### src/rtl/iwf_pkg.sv
// ----------------------------------------------------------------------------
// iwf_pkg
// shared types, constants and the character classifier of the word filter
// ----------------------------------------------------------------------------
package iwf_pkg;

	localparam int unsigned MAX_WORD_LEN_DEF = 64;
	localparam int unsigned QUEUE_DEPTH_DEF  = 4;

	localparam int unsigned CH_W      = 8;
	localparam int unsigned CFG_W     = 7;
	localparam int unsigned CFG_IDX_W = 3;
	localparam int unsigned TDATA_W   = 8;

	// configuration register indexes
	localparam logic [CFG_IDX_W-1:0] REG_MIN_LENGTH  = 3'd0;
	localparam logic [CFG_IDX_W-1:0] REG_MIN_VOWELS  = 3'd1;
	localparam logic [CFG_IDX_W-1:0] REG_MAX_SAME    = 3'd2;
	localparam logic [CFG_IDX_W-1:0] REG_MAX_CONS    = 3'd3;
	localparam logic [CFG_IDX_W-1:0] REG_MAX_VOWELS  = 3'd4;
	localparam logic [CFG_IDX_W-1:0] REG_MAX_PUNCT   = 3'd5;

	// register reset values
	localparam logic [CFG_W-1:0] RST_MIN_LENGTH = 7'd4;
	localparam logic [CFG_W-1:0] RST_MIN_VOWELS = 7'd1;
	localparam logic [CFG_W-1:0] RST_MAX_SAME   = 7'd2;
	localparam logic [CFG_W-1:0] RST_MAX_CONS   = 7'd5;
	localparam logic [CFG_W-1:0] RST_MAX_VOWELS = 7'd4;
	localparam logic [CFG_W-1:0] RST_MAX_PUNCT  = 7'd1;

	// capital ratio test: caps*PCT_SCALE >= PCT_LIMIT*len means at least 34 percent
	localparam int unsigned PCT_SCALE = 100;
	localparam int unsigned PCT_LIMIT = 34;

	typedef struct packed {
		logic [CFG_W-1:0] min_length;
		logic [CFG_W-1:0] min_vowels;
		logic [CFG_W-1:0] max_run_same;
		logic [CFG_W-1:0] max_run_consonants;
		logic [CFG_W-1:0] max_run_vowels;
		logic [CFG_W-1:0] max_run_punct;
	} cfg_t;

	typedef struct packed {
		logic [CH_W-1:0] ch;
		logic            is_last;
		logic            is_digit;
		logic            is_punct;
		logic            is_upper;
		logic            is_vow;
	} char_class_t;

	function automatic char_class_t classify(input logic [CH_W-1:0] ch, input logic last);
		char_class_t     r;
		logic [CH_W-1:0] low;
		begin
			r.ch       = ch;
			r.is_last  = last;
			r.is_digit = (ch >= 8'd48) && (ch <= 8'd57);
			r.is_punct = ((ch >= 8'd33) && (ch <= 8'd47)) || ((ch >= 8'd58) && (ch <= 8'd64)) ||
			             ((ch >= 8'd91) && (ch <= 8'd96)) || ((ch >= 8'd123) && (ch <= 8'd126));
			r.is_upper = (ch >= 8'd65) && (ch <= 8'd90);
			low        = r.is_upper ? (ch + 8'd32) : ch;
			r.is_vow   = (low == 8'd97) || (low == 8'd101) || (low == 8'd105) ||
			             (low == 8'd111) || (low == 8'd117);
			return r;
		end
	endfunction

endpackage

### src/rtl/index_word_filter_unit.sv
// ----------------------------------------------------------------------------
// index_word_filter_unit
// decides per word, fed one character a request, whether it is worth indexing
// ----------------------------------------------------------------------------
//
// channel   | dir | handshake            | payload
// ----------+-----+----------------------+-----------------------------------
// s_*       | in  | s_tvalid / s_tready  | s_tdata = ch, s_tlast = is_last
// m_*       | out | m_tvalid / m_tready  | m_tdata[0] = accept
// cfg_*     | in  | cfg_valid / cfg_ready| cfg_index = register, cfg_data
//
// one character request per clock sustained while the queue has room; the
// counter update of the back end handles one queued character per cycle,
// but a last character waits while the snapshot stage is full; the accept bit
// of a word shows on m_tvalid via the queue, then the snapshot register feeding
// the output register; arst_n clears the queue, the word state and both output
// stages; registers return to their documented defaults
// a stalled m_tready holds the result; the queue keeps taking characters
// until it holds QUEUE_DEPTH entries
// ----------------------------------------------------------------------------
module index_word_filter_unit
	import iwf_pkg::*;
#(
	parameter int unsigned MAX_WORD_LEN = MAX_WORD_LEN_DEF,
	parameter int unsigned QUEUE_DEPTH  = QUEUE_DEPTH_DEF
) (
	input  logic                 clk,
	input  logic                 arst_n,
	// character stream
	input  logic                 s_tvalid,
	output logic                 s_tready,
	input  logic [TDATA_W-1:0]   s_tdata,   // [7:0] ch
	input  logic                 s_tlast,   // is_last
	// accept stream
	output logic                 m_tvalid,
	input  logic                 m_tready,
	output logic [TDATA_W-1:0]   m_tdata,   // [0] accept, [7:1] zero
	// register writes
	input  logic                 cfg_valid,
	output logic                 cfg_ready,
	input  logic [CFG_IDX_W-1:0] cfg_index,
	input  logic [CFG_W-1:0]     cfg_data
);

	cfg_t        cfg_q;
	logic        q_valid;
	logic        q_pop;
	char_class_t q_head;
	logic        accept;

	// registers are always writable
	assign cfg_ready = 1'b1;

	always_ff @(posedge clk or negedge arst_n) begin
		if (!arst_n) begin
			cfg_q.min_length         <= RST_MIN_LENGTH;
			cfg_q.min_vowels         <= RST_MIN_VOWELS;
			cfg_q.max_run_same       <= RST_MAX_SAME;
			cfg_q.max_run_consonants <= RST_MAX_CONS;
			cfg_q.max_run_vowels     <= RST_MAX_VOWELS;
			cfg_q.max_run_punct      <= RST_MAX_PUNCT;
		end else if (cfg_valid && cfg_ready) begin
			unique case (cfg_index)
				REG_MIN_LENGTH: cfg_q.min_length         <= cfg_data;
				REG_MIN_VOWELS: cfg_q.min_vowels         <= cfg_data;
				REG_MAX_SAME:   cfg_q.max_run_same       <= cfg_data;
				REG_MAX_CONS:   cfg_q.max_run_consonants <= cfg_data;
				REG_MAX_VOWELS: cfg_q.max_run_vowels     <= cfg_data;
				REG_MAX_PUNCT:  cfg_q.max_run_punct      <= cfg_data;
				default: ;  // unknown index, write dropped
			endcase
		end
	end

	// front end: classify and queue
	iwf_front #(
		.QUEUE_DEPTH(QUEUE_DEPTH)
	) u_front (
		.clk     (clk),
		.arst_n  (arst_n),
		.in_valid(s_tvalid),
		.in_ready(s_tready),
		.in_ch   (s_tdata),
		.in_last (s_tlast),
		.q_valid (q_valid),
		.q_pop   (q_pop),
		.q_head  (q_head)
	);

	// back end: counters, runs, decision
	iwf_back #(
		.MAX_WORD_LEN(MAX_WORD_LEN)
	) u_back (
		.clk       (clk),
		.arst_n    (arst_n),
		.cfg       (cfg_q),
		.q_valid   (q_valid),
		.q_pop     (q_pop),
		.q_head    (q_head),
		.out_valid (m_tvalid),
		.out_ready (m_tready),
		.out_accept(accept)
	);

	assign m_tdata = {{(TDATA_W - 1){1'b0}}, accept};

endmodule

### src/rtl/iwf_front.sv
// ----------------------------------------------------------------------------
// iwf_front
// classifies incoming characters and queues them for the counting back end
// ----------------------------------------------------------------------------
module iwf_front
	import iwf_pkg::*;
#(
	parameter int unsigned QUEUE_DEPTH = QUEUE_DEPTH_DEF
) (
	input  logic            clk,
	input  logic            arst_n,
	input  logic            in_valid,
	output logic            in_ready,
	input  logic [CH_W-1:0] in_ch,
	input  logic            in_last,
	output logic            q_valid,
	input  logic            q_pop,
	output char_class_t     q_head
);

	localparam int unsigned PW = (QUEUE_DEPTH > 1) ? $clog2(QUEUE_DEPTH) : 1;
	localparam int unsigned NW = $clog2(QUEUE_DEPTH + 1);

	char_class_t   mem_q [QUEUE_DEPTH];
	logic [PW-1:0] wr_ptr_q;
	logic [PW-1:0] rd_ptr_q;
	logic [NW-1:0] count_q;
	logic          push;
	logic          pop;

	assign in_ready = (count_q != NW'(QUEUE_DEPTH));
	assign push     = in_valid && in_ready;
	assign q_valid  = (count_q != '0);
	assign pop      = q_pop && q_valid;
	assign q_head   = mem_q[rd_ptr_q];

	always_ff @(posedge clk) begin
		if (push) begin
			mem_q[wr_ptr_q] <= classify(in_ch, in_last);
		end
	end

	always_ff @(posedge clk or negedge arst_n) begin
		if (!arst_n) begin
			wr_ptr_q <= '0;
			rd_ptr_q <= '0;
			count_q  <= '0;
		end else begin
			if (push) begin
				wr_ptr_q <= (wr_ptr_q == PW'(QUEUE_DEPTH - 1)) ? '0 : wr_ptr_q + 1'b1;
			end
			if (pop) begin
				rd_ptr_q <= (rd_ptr_q == PW'(QUEUE_DEPTH - 1)) ? '0 : rd_ptr_q + 1'b1;
			end
			if (push && !pop) begin
				count_q <= count_q + 1'b1;
			end else if (pop && !push) begin
				count_q <= count_q - 1'b1;
			end
		end
	end

endmodule

### src/rtl/iwf_back.sv
// ----------------------------------------------------------------------------
// iwf_back
// word counters and run tracking, final snapshot stage and accept register
// ----------------------------------------------------------------------------
module iwf_back
	import iwf_pkg::*;
#(
	parameter int unsigned MAX_WORD_LEN = MAX_WORD_LEN_DEF
) (
	input  logic        clk,
	input  logic        arst_n,
	input  cfg_t        cfg,
	input  logic        q_valid,
	output logic        q_pop,
	input  char_class_t q_head,
	output logic        out_valid,
	input  logic        out_ready,
	output logic        out_accept
);

	localparam int unsigned CW   = $clog2(MAX_WORD_LEN + 1);
	localparam int unsigned CMPW = (CW > CFG_W) ? CW : CFG_W;
	localparam int unsigned SUMW = CW + 2;
	localparam int unsigned RW   = CW + 8;
	localparam logic [CW-1:0] MAXC = CW'(MAX_WORD_LEN);

	function automatic logic [CW-1:0] sat_inc(input logic [CW-1:0] v);
		return (v >= MAXC) ? MAXC : (v + 1'b1);
	endfunction

	function automatic logic over(input logic [CW-1:0] cnt, input logic [CFG_W-1:0] lim);
		return CMPW'(cnt) > CMPW'(lim);
	endfunction

	// live word state
	logic [CW-1:0]   len_q, digit_q, punct_q, upper_q, vowel_q;
	logic [CW-1:0]   same_q, cons_q, vow_q, prun_q;
	logic [CH_W-1:0] prev_q;
	logic            first_up_q, viol_q;

	logic [CW-1:0]   len_n, digit_n, punct_n, upper_n, vowel_n;
	logic [CW-1:0]   same_n, cons_n, vow_n, prun_n;
	logic [CH_W-1:0] prev_n;
	logic            first_up_n, viol_n;

	// snapshot of a finished word
	logic            s1_valid_q;
	logic [CW-1:0]   len_s1, digit_s1, punct_s1, upper_s1, vowel_s1;
	logic            first_up_s1, viol_s1;

	logic            m_valid_q, accept_q;
	logic            out_free, s1_ready, take;
	logic            accept_d;

	logic [SUMW-1:0] all_sum;
	logic [CW:0]     caps_sum;
	logic [RW-1:0]   caps_scaled, len_scaled;

	assign out_free = !m_valid_q || out_ready;
	assign s1_ready = !s1_valid_q || out_free;
	assign q_pop    = q_valid && (!q_head.is_last || s1_ready);
	assign take     = q_pop;

	always_comb begin
		len_n      = sat_inc(len_q);
		first_up_n = (len_q == '0) ? q_head.is_upper : first_up_q;
		digit_n    = digit_q;
		punct_n    = punct_q;
		upper_n    = upper_q;
		vowel_n    = vowel_q;
		same_n     = same_q;
		cons_n     = cons_q;
		vow_n      = vow_q;
		prun_n     = prun_q;
		prev_n     = prev_q;
		viol_n     = viol_q;
		priority if (q_head.is_digit) begin
			digit_n = sat_inc(digit_q);
			cons_n  = '0;
			vow_n   = '0;
			prun_n  = '0;
			prev_n  = '0;
		end else if (q_head.is_punct) begin
			punct_n = sat_inc(punct_q);
			prun_n  = sat_inc(prun_q);
			viol_n  = viol_n | over(prun_n, cfg.max_run_punct);
			cons_n  = '0;
			vow_n   = '0;
		end else begin
			if (q_head.is_upper) begin
				upper_n = sat_inc(upper_q);
			end
			if (q_head.is_vow) begin
				vowel_n = sat_inc(vowel_q);
			end
			// code zero in prev means no letter seen
			if ((prev_q != '0) && (q_head.ch == prev_q)) begin
				same_n = sat_inc(same_q);
				viol_n = viol_n | over(same_n, cfg.max_run_same);
			end else begin
				same_n = '0;
				prev_n = q_head.ch;
			end
			if (q_head.is_vow) begin
				vow_n  = sat_inc(vow_q);
				viol_n = viol_n | over(vow_n, cfg.max_run_vowels);
				cons_n = '0;
			end else begin
				cons_n = sat_inc(cons_q);
				viol_n = viol_n | over(cons_n, cfg.max_run_consonants);
				vow_n  = '0;
			end
			prun_n = '0;
		end
	end

	always_ff @(posedge clk or negedge arst_n) begin
		if (!arst_n) begin
			len_q      <= '0;
			digit_q    <= '0;
			punct_q    <= '0;
			upper_q    <= '0;
			vowel_q    <= '0;
			same_q     <= '0;
			cons_q     <= '0;
			vow_q      <= '0;
			prun_q     <= '0;
			prev_q     <= '0;
			first_up_q <= 1'b0;
			viol_q     <= 1'b0;
		end else if (take) begin
			if (q_head.is_last) begin
				len_q      <= '0;
				digit_q    <= '0;
				punct_q    <= '0;
				upper_q    <= '0;
				vowel_q    <= '0;
				same_q     <= '0;
				cons_q     <= '0;
				vow_q      <= '0;
				prun_q     <= '0;
				prev_q     <= '0;
				first_up_q <= 1'b0;
				viol_q     <= 1'b0;
			end else begin
				len_q      <= len_n;
				digit_q    <= digit_n;
				punct_q    <= punct_n;
				upper_q    <= upper_n;
				vowel_q    <= vowel_n;
				same_q     <= same_n;
				cons_q     <= cons_n;
				vow_q      <= vow_n;
				prun_q     <= prun_n;
				prev_q     <= prev_n;
				first_up_q <= first_up_n;
				viol_q     <= viol_n;
			end
		end
	end

	// snapshot payload
	always_ff @(posedge clk) begin
		if (take && q_head.is_last) begin
			len_s1      <= len_n;
			digit_s1    <= digit_n;
			punct_s1    <= punct_n;
			upper_s1    <= upper_n;
			vowel_s1    <= vowel_n;
			first_up_s1 <= first_up_n;
			viol_s1     <= viol_n;
		end
	end

	// decision on the snapshot
	assign all_sum     = SUMW'(upper_s1) + SUMW'(digit_s1) + SUMW'(punct_s1);
	assign caps_sum    = (CW + 1)'(upper_s1) + (CW + 1)'(digit_s1);
	assign caps_scaled = RW'(caps_sum) * RW'(PCT_SCALE);
	assign len_scaled  = RW'(len_s1) * RW'(PCT_LIMIT);

	always_comb begin
		priority if (first_up_s1 && (all_sum == SUMW'(len_s1))) begin
			accept_d = 1'b1;
		end else if (first_up_s1 && (caps_scaled >= len_scaled)) begin
			accept_d = 1'b0;
		end else if (!first_up_s1 && (upper_s1 != '0)) begin
			accept_d = 1'b0;
		end else if (CMPW'(len_s1) < CMPW'(cfg.min_length)) begin
			accept_d = 1'b0;
		end else if (CMPW'(vowel_s1) < CMPW'(cfg.min_vowels)) begin
			accept_d = 1'b0;
		end else begin
			accept_d = !viol_s1;
		end
	end

	always_ff @(posedge clk or negedge arst_n) begin
		if (!arst_n) begin
			s1_valid_q <= 1'b0;
			m_valid_q  <= 1'b0;
		end else begin
			if (s1_ready) begin
				s1_valid_q <= take && q_head.is_last;
			end
			if (out_free) begin
				m_valid_q <= s1_valid_q;
			end
		end
	end

	always_ff @(posedge clk) begin
		if (out_free && s1_valid_q) begin
			accept_q <= accept_d;
		end
	end

	assign out_valid  = m_valid_q;
	assign out_accept = accept_q;

endmodule

### config.mk
export PLATFORM = sky130hd
export DESIGN_NAME = index_word_filter_unit
export DESIGN_NICKNAME = d
export VERILOG_FILES = /design/src/rtl/iwf_pkg.sv /design/src/rtl/index_word_filter_unit.sv /design/src/rtl/iwf_front.sv /design/src/rtl/iwf_back.sv
export SDC_FILE = /design/constraint.sdc
export NUM_CORES = 1
export LEC_CHECK = 0
export BUFFER_PORTS_ARGS = -buffer_cell sky130_fd_sc_hd__buf_2
export CORE_UTILIZATION = 47
export DETAILED_ROUTE_END_ITERATION = 12
export PLACE_DENSITY = 0.75
export SKIP_LAST_GASP = 1
export SLEW_MARGIN = 10
export SYNTH_ARGS = -nofsm -noshare
export SYNTH_HDL_FRONTEND = slang
export SYNTH_SLANG_ARGS = --single-unit
### constraint.sdc
create_clock -name clk -period 4.5 [get_ports clk]
set_clock_uncertainty 0.15 [all_clocks]
set_input_delay 0.9 -clock clk [delete_from_list [all_inputs] [get_ports clk]]
set_output_delay 0.9 -clock clk [all_outputs]
set_load 0.1 [all_outputs]
==> impl_metrics.csv, run 1 <==
group,metric,value,unit
cells_and_area,largest_register_ffs,52,
detailed_routing,avgRoutedWirePerCell,16.17,um
floorplan,initial_core_util,48.03,%
global_routing,grtUsageMet1,25.80,%
clock_network,cts_buffers,25,
yosys,ys_ff_latch,214,
detailed_routing,drtIter0Drc,529,
floorplan,ios,35,
global_routing,grt_max_degree,71,
clock_network,clockBufferDepth,3,
global_routing,overflow,0,
yosys,yosysSeqAreaShare,46.46,%
worst_setup_path,crit_required,4690,ps
timing,slew_viol_final,0,
clock_network,clk_latency,530,ps
global_routing,grt_usage,19.63,%
yosys,synth_top_area_cell,"dfrtp_1",
detailed_routing,drt-pass1-iter-count,5,
yosys,syn_area,12520,sq um
clock_network,cts_root_buffer,"clkbuf_16",
global_routing,grt_pass1_wl,42.99,mm
floorplan,die-area,27290,sq um
cells_and_area,top_regs,"u_front.mem_q (52), cfg_q (42), u_back.prev_q (8)",
global_routing,busiest_layer,"met2",
detailed_routing,drt_wl_total,25.45,mm
global_routing,grtUsageMet3,2.722,%
worst_setup_path,path_class,"reg -> reg",
yosys,synth.yosys.warnings,0,
cells_and_area,regMostFlops,"u_front.mem_q",
worst_setup_path,end_kind,"flip-flop",
hold_path,hold_path_class,"reg -> reg",
placement,gp_congestion,0.8647,
cells_and_area,multi_input_area,6265,sq um
clock_network,htree_levels,1,
timing,tightest_slew,929.0,ps
detailed_routing,vias_per_cell,5.515,
outcome,status,"finished with violations",
detailed_routing,ant_nets,0,
cells_and_area,antenna_cells,0,
worst_setup_path,worst-path-max-fanout,3,
clock_network,cts_tree,"yes",
timing,finalSetupViolations,1,
worst_setup_path,start_kind,"flip-flop",
cells_and_area,area_delta_synth_final,13.70,%
placement,port_buffers,26,
detailed_routing,vias,8681,
cells_and_area,regArea,5814,sq um
yosys,synth_edf_count,90,
global_routing,grt_pass1_vias,8779,
yosys,syn_area_per_cell,10.82,sq um
timing,fin_crit,4791,ps
global_routing,grt_use_met2,33.93,%
floorplan,core,26060,sq um
yosys,synth_area_leaders,"dfrtp_1 (23%), edfxtp_1 (22%), ha_1 (12%)",
detailed_routing,drc_errors,0,
flow_run,drv_cap,0,
outcome,violations,"negative setup slack",
floorplan,fp.dieW,165.2,um
yosys,async_flop_share,57.94,%
clock_network,clock-sinks,214,
cells_and_area,final.fill_count,2158,
timing,rsz0062_at_grt,"true",
timing,max_freq,208.7,MHz
global_routing,antenna_found_initial,0,
placement,pre_cts_ws,-354.7,ps
worst_setup_path,crit_arrival,4990,ps
yosys,synthCells,1157,
timing,fin_ws,-291.3,ps
floorplan,num_rows,59,
cells_and_area,drive_above_1_share,14.85,%
yosys,ys.flop_type,"dfrtp_1",
placement,place_hpwl,18.31,mm
yosys,synth.distinct_cells,71,
clock_network,hold_buffers,0,
floorplan,die_h,165.2,um
clock_network,clk_pin_slew,60,ps
yosys,synth_top_area_share,23.39,%
timing,hold_viol,0,
timing,timing.final.crit_share,106.5,%
cells_and_area,final_nets,1376,
timing,slew_headroom,38.07,%
==> synth_stat cells (5+ instances only) <==
master / count
ha_1: 125
dfrtp_1: 117
nand2_1: 103
inv_1: 95
edfxtp_1: 90
o21ai_0: 85
nor2_1: 60
xnor2_1: 41
a21oi_1: 37
nand3_1: 35
and3_1: 27
nor2b_1: 22
a22o_1: 21
clkbuf_1: 21
mux2_2: 21
nand2b_1: 21
a21o_1: 18
xor2_1: 18
o21a_1: 13
mux4_1: 12
nor3_1: 12
nand4_1: 10
o31ai_1: 10
buf_4: 9
a31o_2: 8
a22o_2: 7
dfstp_2: 7
fa_1: 7
a211oi_1: 6
nand3b_1: 6
nor4_1: 6
or2_2: 6
or4_1: 5
==> critical path, stage by stage (launching register included) <==
cell and delay, ps:
edfxtp_1 360, ha_2 210, inv_2 40, fa_2 340
nand2b_4 160, nand2b_1 80, a21oi_2 70, xnor2_2 140
ha_1 320, ha_4 230, fa_1 540, ha_4 210
o21a_1 170, o31a_1 120, o21a_1 190, nor2_1 110
xnor2_1 90, ha_1 320, a211oi_2 200, o211ai_1 120
a311o_1 340, o32ai_2 100
==> layout make-up <==
| class | instances | area share (%) |
|---|---|---|
| clock buffer | 29 | 4.502 |
| clock inverter | 17 | 1.926 |
| inverter | 95 | 2.506 |
| multi-input combinational | 816 | 44.03 |
| sequential | 214 | 40.86 |
| tap | 335 | 2.946 |
| timing repair buffer | 68 | 3.236 |
==> layer usage <==
layer,vias up,share of wire (%)
met5,-,0
met4,0,2.0
met3,42,4.7
met2,157,48
met1,4205,45
li1,4277,-
==> metrics by stage <==
step | TNS, ps | instance area [sq um] | hold slack, ps | cells | util (%)
final | -291.3 | 14230 | 323.9 | 1574 | 54.61
after global routing | -457.0 | 14230 | 347.0 | 1574 | 54.61
after CTS | -237.6 | 14220 | 325.6 | 1573 | 54.56
after detailed placement | -354.7 | 13270 | 312.8 | 1527 | 50.91
after global placement | -237.8 | 13270 | 307.8 | 1527 | 50.91
after floorplan | -115.6 | 12610 | 291.3 | 1163 | -
==> path summary, 6_finish.rpt <==
path	slack, ps	startpoint	endpoint	depth (start not counted)
hold / removal	320	u_back.viol_q	u_back.viol_q	2
max in group asynchronous	3000	arst_n	cfg_q[0]	2
setup reg to reg	-290	u_back.upper_s1[0]	u_back.out_accept	21
setup / recovery	-290	u_back.upper_s1[0]	u_back.out_accept	21
hold reg to reg	320	u_back.viol_q	u_back.viol_q	2
min in group asynchronous	350	arst_n	cfg_q[34]	1
==> cells by family (layout without fill, tap and decap cells) <==
logic type                 count (synthesis)  in the layout  synth area share (%)
and+or+nand+nor                          338            338                 13.58
AOI/OAI and AO/OA                        241            241                 12.71
DFF                                      214            214                 46.46
buffers and inverters                    133            209                 4.549
adders and majority gates                132            132                 13.62
xor gates and xnor gates                  59             59                 4.129
muxes                                     38             38                 4.909
other                                      2              8               0.06000
==> cell usage in the layout (no fill, tap or decap), types with 8 or more instances in the layout <==
cell type and instances:
xnor2_1 39, nor2b_1 22, conb_1 8, a31o_2 8, a22o_1 21, and3_1 27
nand2b_1 20, ha_1 120, nand4_1 10, clkbuf_16 25, buf_4 42, nor3_1 12
mux2_2 21, edfxtp_1 90, buf_2 25, a21oi_1 35, nand2_1 103, dfrtp_1 117
a21o_1 18, nand3_1 35, xor2_1 18, o21a_1 13, mux4_1 12, inv_1 94
nor2_1 58, o21ai_0 84, o31ai_1 10
==> what timing repair did <==
action | 4_1_cts | 5_1_grt
endpoints found under the setup margin | 1 | 1
gates resized for setup | 4 | 3
pin swaps | 10 | 0
setup buffers | 0 | 1
Power of run 1 is left out: the tool's default activity adds up to more than one toggle a clock period on the data nets, which glitch-free logic cannot reach.
==> run 2, diff against run 1 <==
Settings changed: BUFFER_PORTS_ARGS -buffer_cell sky130_fd_sc_hd__buf_2 to -buffer_cell sky130_fd_sc_hd__clkbuf_2.
==> run 2 against run 1 <==
Sequential share of layout area down 0.097 points. Highest routed layer unchanged. Register-to-register slack lost 50 ps. Fmax shrank 1.0%. The run still ends with negative setup slack left. Largest cell class unchanged.
==> impl_metrics.csv, run 2 (synthesis results as in run 1) <==
group,metric,value,unit
detailed_routing,drc_errors,0,
timing,hold_viol,0,
placement,place_hpwl,18.00,mm
floorplan,ios,35,
flow_run,drv_cap,0,
clock_network,clock-sinks,214,
clock_network,clockBufferDepth,3,
worst_setup_path,path_class,"reg -> reg",
cells_and_area,largest_register_ffs,52,
global_routing,grt_pass1_wl,42.71,mm
global_routing,antenna_found_initial,0,
placement,gp_congestion,0.8273,
detailed_routing,ant_nets,0,
cells_and_area,top_regs,"u_front.mem_q (52), cfg_q (42), u_back.prev_q (8)",
outcome,status,"finished with violations",
cells_and_area,regMostFlops,"u_front.mem_q",
cells_and_area,layout.cells.non_filler,1578,
detailed_routing,drt_wl_total,25.79,mm
global_routing,grt_max_degree,67,
floorplan,die-area,27290,sq um
floorplan,num_rows,59,
worst_setup_path,crit_required,4710,ps
timing,timing.final.crit_share,107.6,%
floorplan,die_h,165.2,um
cells_and_area,antenna_cells,0,
clock_network,clk_latency,540,ps
detailed_routing,avgRoutedWirePerCell,16.34,um
placement,dp_cells,1529,
worst_setup_path,worst-path-max-fanout,3,
timing,tightest_slew,740.7,ps
floorplan,fp.dieW,165.2,um
timing,fin_crit,4842,ps
worst_setup_path,end_kind,"flip-flop",
timing,slew_headroom,49.35,%
timing,finalSetupViolations,1,
cells_and_area,drive_above_1_share,15.61,%
detailed_routing,vias_per_cell,5.499,
cells_and_area,most-common-layout-cells,"ha_1 (117), dfrtp_1 (117), nand2_1 (103), inv_1 (93), edfxtp_1 (90)",
clock_network,cts_tree,"yes",
clock_network,clk_pin_slew,60,ps
clock_network,hold_buffers,0,
timing,max_freq,206.5,MHz
worst_setup_path,crit_arrival,5050,ps
cells_and_area,final_nets,1381,
cells_and_area,area_delta_synth_final,13.97,%
detailed_routing,drt-pass1-iter-count,4,
timing,fin_hold_ws,273.9,ps
detailed_routing,vias,8677,
global_routing,grt_pass1_vias,8685,
floorplan,core,26060,sq um
hold_path,hold_path_class,"in -> async",
detailed_routing,drtIter0Drc,429,
outcome,violations,"negative setup slack",
worst_setup_path,start_kind,"flip-flop",
global_routing,overflow,0,
timing,rsz0062_at_grt,"true",
global_routing,grt_usage,19.64,%
placement,port_buffers,26,
timing,slew_viol_final,0,
clock_network,cts_buffers,24,
timing,fin_ws,-342.0,ps
clock_network,cts_root_buffer,"clkbuf_16",
floorplan,initial_core_util,48.03,%
clock_network,htree_levels,1,
==> run 2: changes by cell type in the layout (fill, tap and decap cells not counted), moves of 3 or more <==
cell      previous run  this run
buf_2               25         0
buf_4               42        48
clkbuf_2             0        25
ha_1               120       117
ha_4                 4         7
==> run 2: final cells by class <==
class                           count  area [sq um]
Clock buffer                       27         611.8
Tap cell                          335         419.2
Multi-Input combinational cell    816          6341
Timing Repair Buffer               74         505.5
Clock inverter                     17         215.2
Inverter                           95         356.6
Fill cell                        2185         11800
Sequential cell                   214          5814
==> run 2: final timing paths <==
check / startpoint / slack [ps] / to / cells past startpoint
worst max-delay path: u_back.upper_s1[1] / -340 / u_back.out_accept / 22
worst min-delay path: arst_n / 270 / cfg_q[32] / 1
worst max register to register: u_back.upper_s1[1] / -340 / u_back.out_accept / 22
worst min register to register: u_back.viol_q / 340 / u_back.viol_q / 2
max in group asynchronous: arst_n / 3060 / cfg_q[0] / 2
min in group clk: u_back.viol_q / 340 / u_back.viol_q / 2
==> run 2: repair_timing <==
item	4_1_cts	5_1_grt
buffers inserted	4	1
gates resized for setup	9	6
cloned	0	0
pin swaps	18	12
setup endpoints to repair	1	1
==> run 2: through the flow <==
stage                     utilization [%]  setup slack [ps]  instance area [sq um]  setup TNS [ps]
after floorplan                         -            -115.6                  12610          -115.6
after global placement              50.97            -249.2                  13280          -249.2
after global routing                54.74            -595.9                  14260          -595.9
final                               54.74            -342.0                  14260          -342.0
after detailed placement            50.97            -372.5                  13280          -372.5
after CTS                           54.56            -318.3                  14220          -318.3
==> run 2: worst max-delay path: stages (launching register included) <==
cell and delay [ps]:
edfxtp_1 390, buf_4 140, buf_4 130, inv_2 50, fa_2 270, nand2b_4 180
nand2b_4 70, a21oi_4 170, xnor2_2 130, ha_1 280, ha_4 280, fa_1 440
ha_4 230, o21a_1 160, o31a_1 120, o21a_1 210, nor2_1 130, xnor2_1 130
ha_1 270, a211oi_2 180, o211ai_1 110, a311o_1 370, o32ai_2 90
==> run 2: routing by layer <==
layer	part of all wire [%]	routed length [um]	GRT usage, %	up-vias
li1	-	-	-	4280
met1	45	11680	26.31	4222
met2	49	12620	33.51	144
met3	4.3	1103	2.797	31
met4	1.5	385	4.587	0
met5	0	0	0	-
Power of run 2 is left out for the same reason.
==> run 3, diff against run 2 <==
Settings changed: SKIP_LAST_GASP 1 to default.
==> run 3 against run 2 <==
The flow still finishes with violations (negative setup slack). Register-to-register slack barely moved. Sequential cell count did not move. Hold slack improved by 3.4 ps. Die area did not move. Utilization barely moved. Cell count did not move. Global-route usage did not move. Cell area barely moved. Via count barely moved. Fmax rose by 0.30%. Count of clock-buffer cells in the layout did not move. Worst setup slack improved by 15 ps. Critical path type unchanged. Highest routed layer unchanged.
==> impl_metrics.csv, run 3 (synthesis results as in run 1) <==
group,metric,value,unit
outcome,status,"finished with violations",
global_routing,overflow,0,
floorplan,initial_core_util,48.03,%
outcome,violations,"negative setup slack",
floorplan,die_h,165.2,um
worst_setup_path,critPathBufInv,1,
flow_run,drv_cap,0,
global_routing,grt_pass1_vias,8685,
timing,hold_viol,0,
clock_network,clockBufferDepth,3,
worst_setup_path,path_class,"reg -> reg",
timing,finalSetupViolations,1,
clock_network,clk_latency,530,ps
detailed_routing,drt_wl_total,25.72,mm
global_routing,antenna_found_initial,0,
placement,gp_congestion,0.8273,
floorplan,ios,35,
clock_network,cts_tree,"yes",
global_routing,grt_pass1_wl,42.71,mm
detailed_routing,drtIter0Drc,396,
floorplan,core,26060,sq um
cells_and_area,most-common-layout-cells,"ha_1 (117), dfrtp_1 (117), nand2_1 (103), inv_1 (93), edfxtp_1 (90)",
floorplan,die-area,27290,sq um
cells_and_area,fin_area,14270,sq um
worst_setup_path,worst-path-max-fanout,3,
placement,place_hpwl,18.00,mm
placement,port_buffers,26,
placement,dp_cells,1529,
worst_setup_path,timing.rr.end,"u_back.out_accept",
cells_and_area,final_nets,1381,
placement,postPlaceCellArea,13280,sq um
cells_and_area,antenna_cells,0,
clock_network,clock-sinks,214,
worst_setup_path,crit_required,4710,ps
global_routing,grt_usage,19.64,%
detailed_routing,avgRoutedWirePerCell,16.30,um
worst_setup_path,start_kind,"flip-flop",
clock_network,clk_pin_slew,60,ps
timing,slew_headroom,49.26,%
timing,fin_ws,-327.5,ps
cells_and_area,regArea,5814,sq um
worst_setup_path,end_kind,"flip-flop",
detailed_routing,drt-pass1-iter-count,4,
worst_setup_path,crit_arrival,5030,ps
cells_and_area,largest_register_ffs,52,
timing,fin_crit,4827,ps
timing,fin_hold_ws,277.3,ps
timing,slew_viol_final,0,
worst_setup_path,cpPeakStageDelay,440,ps
cells_and_area,area_delta_synth_final,14.00,%
hold_path,hold_path_class,"in -> async",
detailed_routing,drc_errors,0,
timing,rsz0062_at_grt,"true",
clock_network,htree_levels,1,
clock_network,cts_buffers,24,
floorplan,fp.dieW,165.2,um
clock_network,cts_root_buffer,"clkbuf_16",
worst_setup_path,reg2reg_from,"u_back.upper_s1[0]",
cells_and_area,drive_above_1_share,15.61,%
cells_and_area,top_regs,"u_front.mem_q (52), cfg_q (42), u_back.prev_q (8)",
floorplan,num_rows,59,
detailed_routing,ant_nets,0,
cells_and_area,regMostFlops,"u_front.mem_q",
cells_and_area,layout.cells.non_filler,1578,
detailed_routing,vias,8672,
worst_setup_path,cp_slowest_cell,"fa_1",
timing,max_freq,207.1,MHz
worst_setup_path,r2r_cells,21,
timing,tightest_slew,741.9,ps
detailed_routing,vias_per_cell,5.496,
worst_setup_path,crit_chain,"ha_2 -> inv_2 -> fa_2 -> nand2b_4 -> nand2b_4 -> a21oi_4 -> xnor2_2 -> ha_1 -> ha_4 -> fa_1 -> ha_4 -> o21a_1 -> o31a_1 -> o21a_1 -> nor2_1 -> xnor2_1 -> ha_1 -> a211oi_2 -> o211ai_1 -> a311o_1 -> o32ai_2",
timing,timing.final.crit_share,107.3,%
cells_and_area,final.fill_count,2184,
cells_and_area,utilization,54.75,%
global_routing,grt_max_degree,67,
cells_and_area,multi_input_area,6341,sq um
worst_setup_path,crit_family,"adder cells",
worst_setup_path,reg2reg_slack,-330,ps
-- run 3: how the worst max path moves through the flow --
| stage | cells past startpoint | slack [ps] | from | endpoint |
|---|---|---|---|---|
| floorplan | 21 | -120 | u_back.upper_s1[0] | u_back.out_accept |
| CTS | 18 | -320 | u_back.upper_s1[0] | u_back.out_accept |
| global placement | 19 | -250 | u_back.digit_s1[1] | u_back.out_accept |
| global route | 22 | -560 | u_back.upper_s1[1] | u_back.out_accept |
| detailed placement | 19 | -370 | u_back.digit_s1[1] | u_back.out_accept |
| finish | 21 | -330 | u_back.upper_s1[0] | u_back.out_accept |
-- run 3: area by class of cell --
class,instances,share of cell area (%)
multi-input combinational,816,44.44
sequential,214,40.75
clock buffer,27,4.288
timing repair buffer,74,3.569
tap,335,2.938
inverter,95,2.499
clock inverter,17,1.508
-- run 3: layer usage --
metal / up-vias / global-route usage, % / share of wire [%]
li1: 4284 / - / -
met1: 4199 / 26.31 / 45
met2: 159 / 33.51 / 49
met3: 30 / 2.797 / 4.5
met4: 0 / 4.587 / 1.5
met5: - / 0 / 0
-- run 3: worst reg2reg max path: stages (launching register included) --
cell and delay (ps):
edfxtp_1 360, ha_2 200, inv_2 50, fa_2 390, nand2b_4 190, nand2b_4 90, a21oi_4 60, xnor2_2 140
ha_1 320, ha_4 280, fa_1 440, ha_4 230, o21a_1 160, o31a_1 120, o21a_1 210, nor2_1 130
xnor2_1 130, ha_1 270, a211oi_2 180, o211ai_1 110, a311o_1 370, o32ai_2 90
-- run 3: metrics by stage --
stage	setup TNS, ps	setup slack (ps)
after floorplan	-115.6	-115.6
after global routing	-558.8	-558.8
after CTS	-318.3	-318.3
final	-327.5	-327.5
after detailed placement	-372.5	-372.5
after global placement	-249.2	-249.2
-- run 3: timing repair --
action,CTS,global route
pin swaps,18,12
hold buffers,0,0
buffers inserted,4,1
setup endpoints to repair,1,1
gates resized for setup,9,7
Power of run 3 is left out for the same reason.
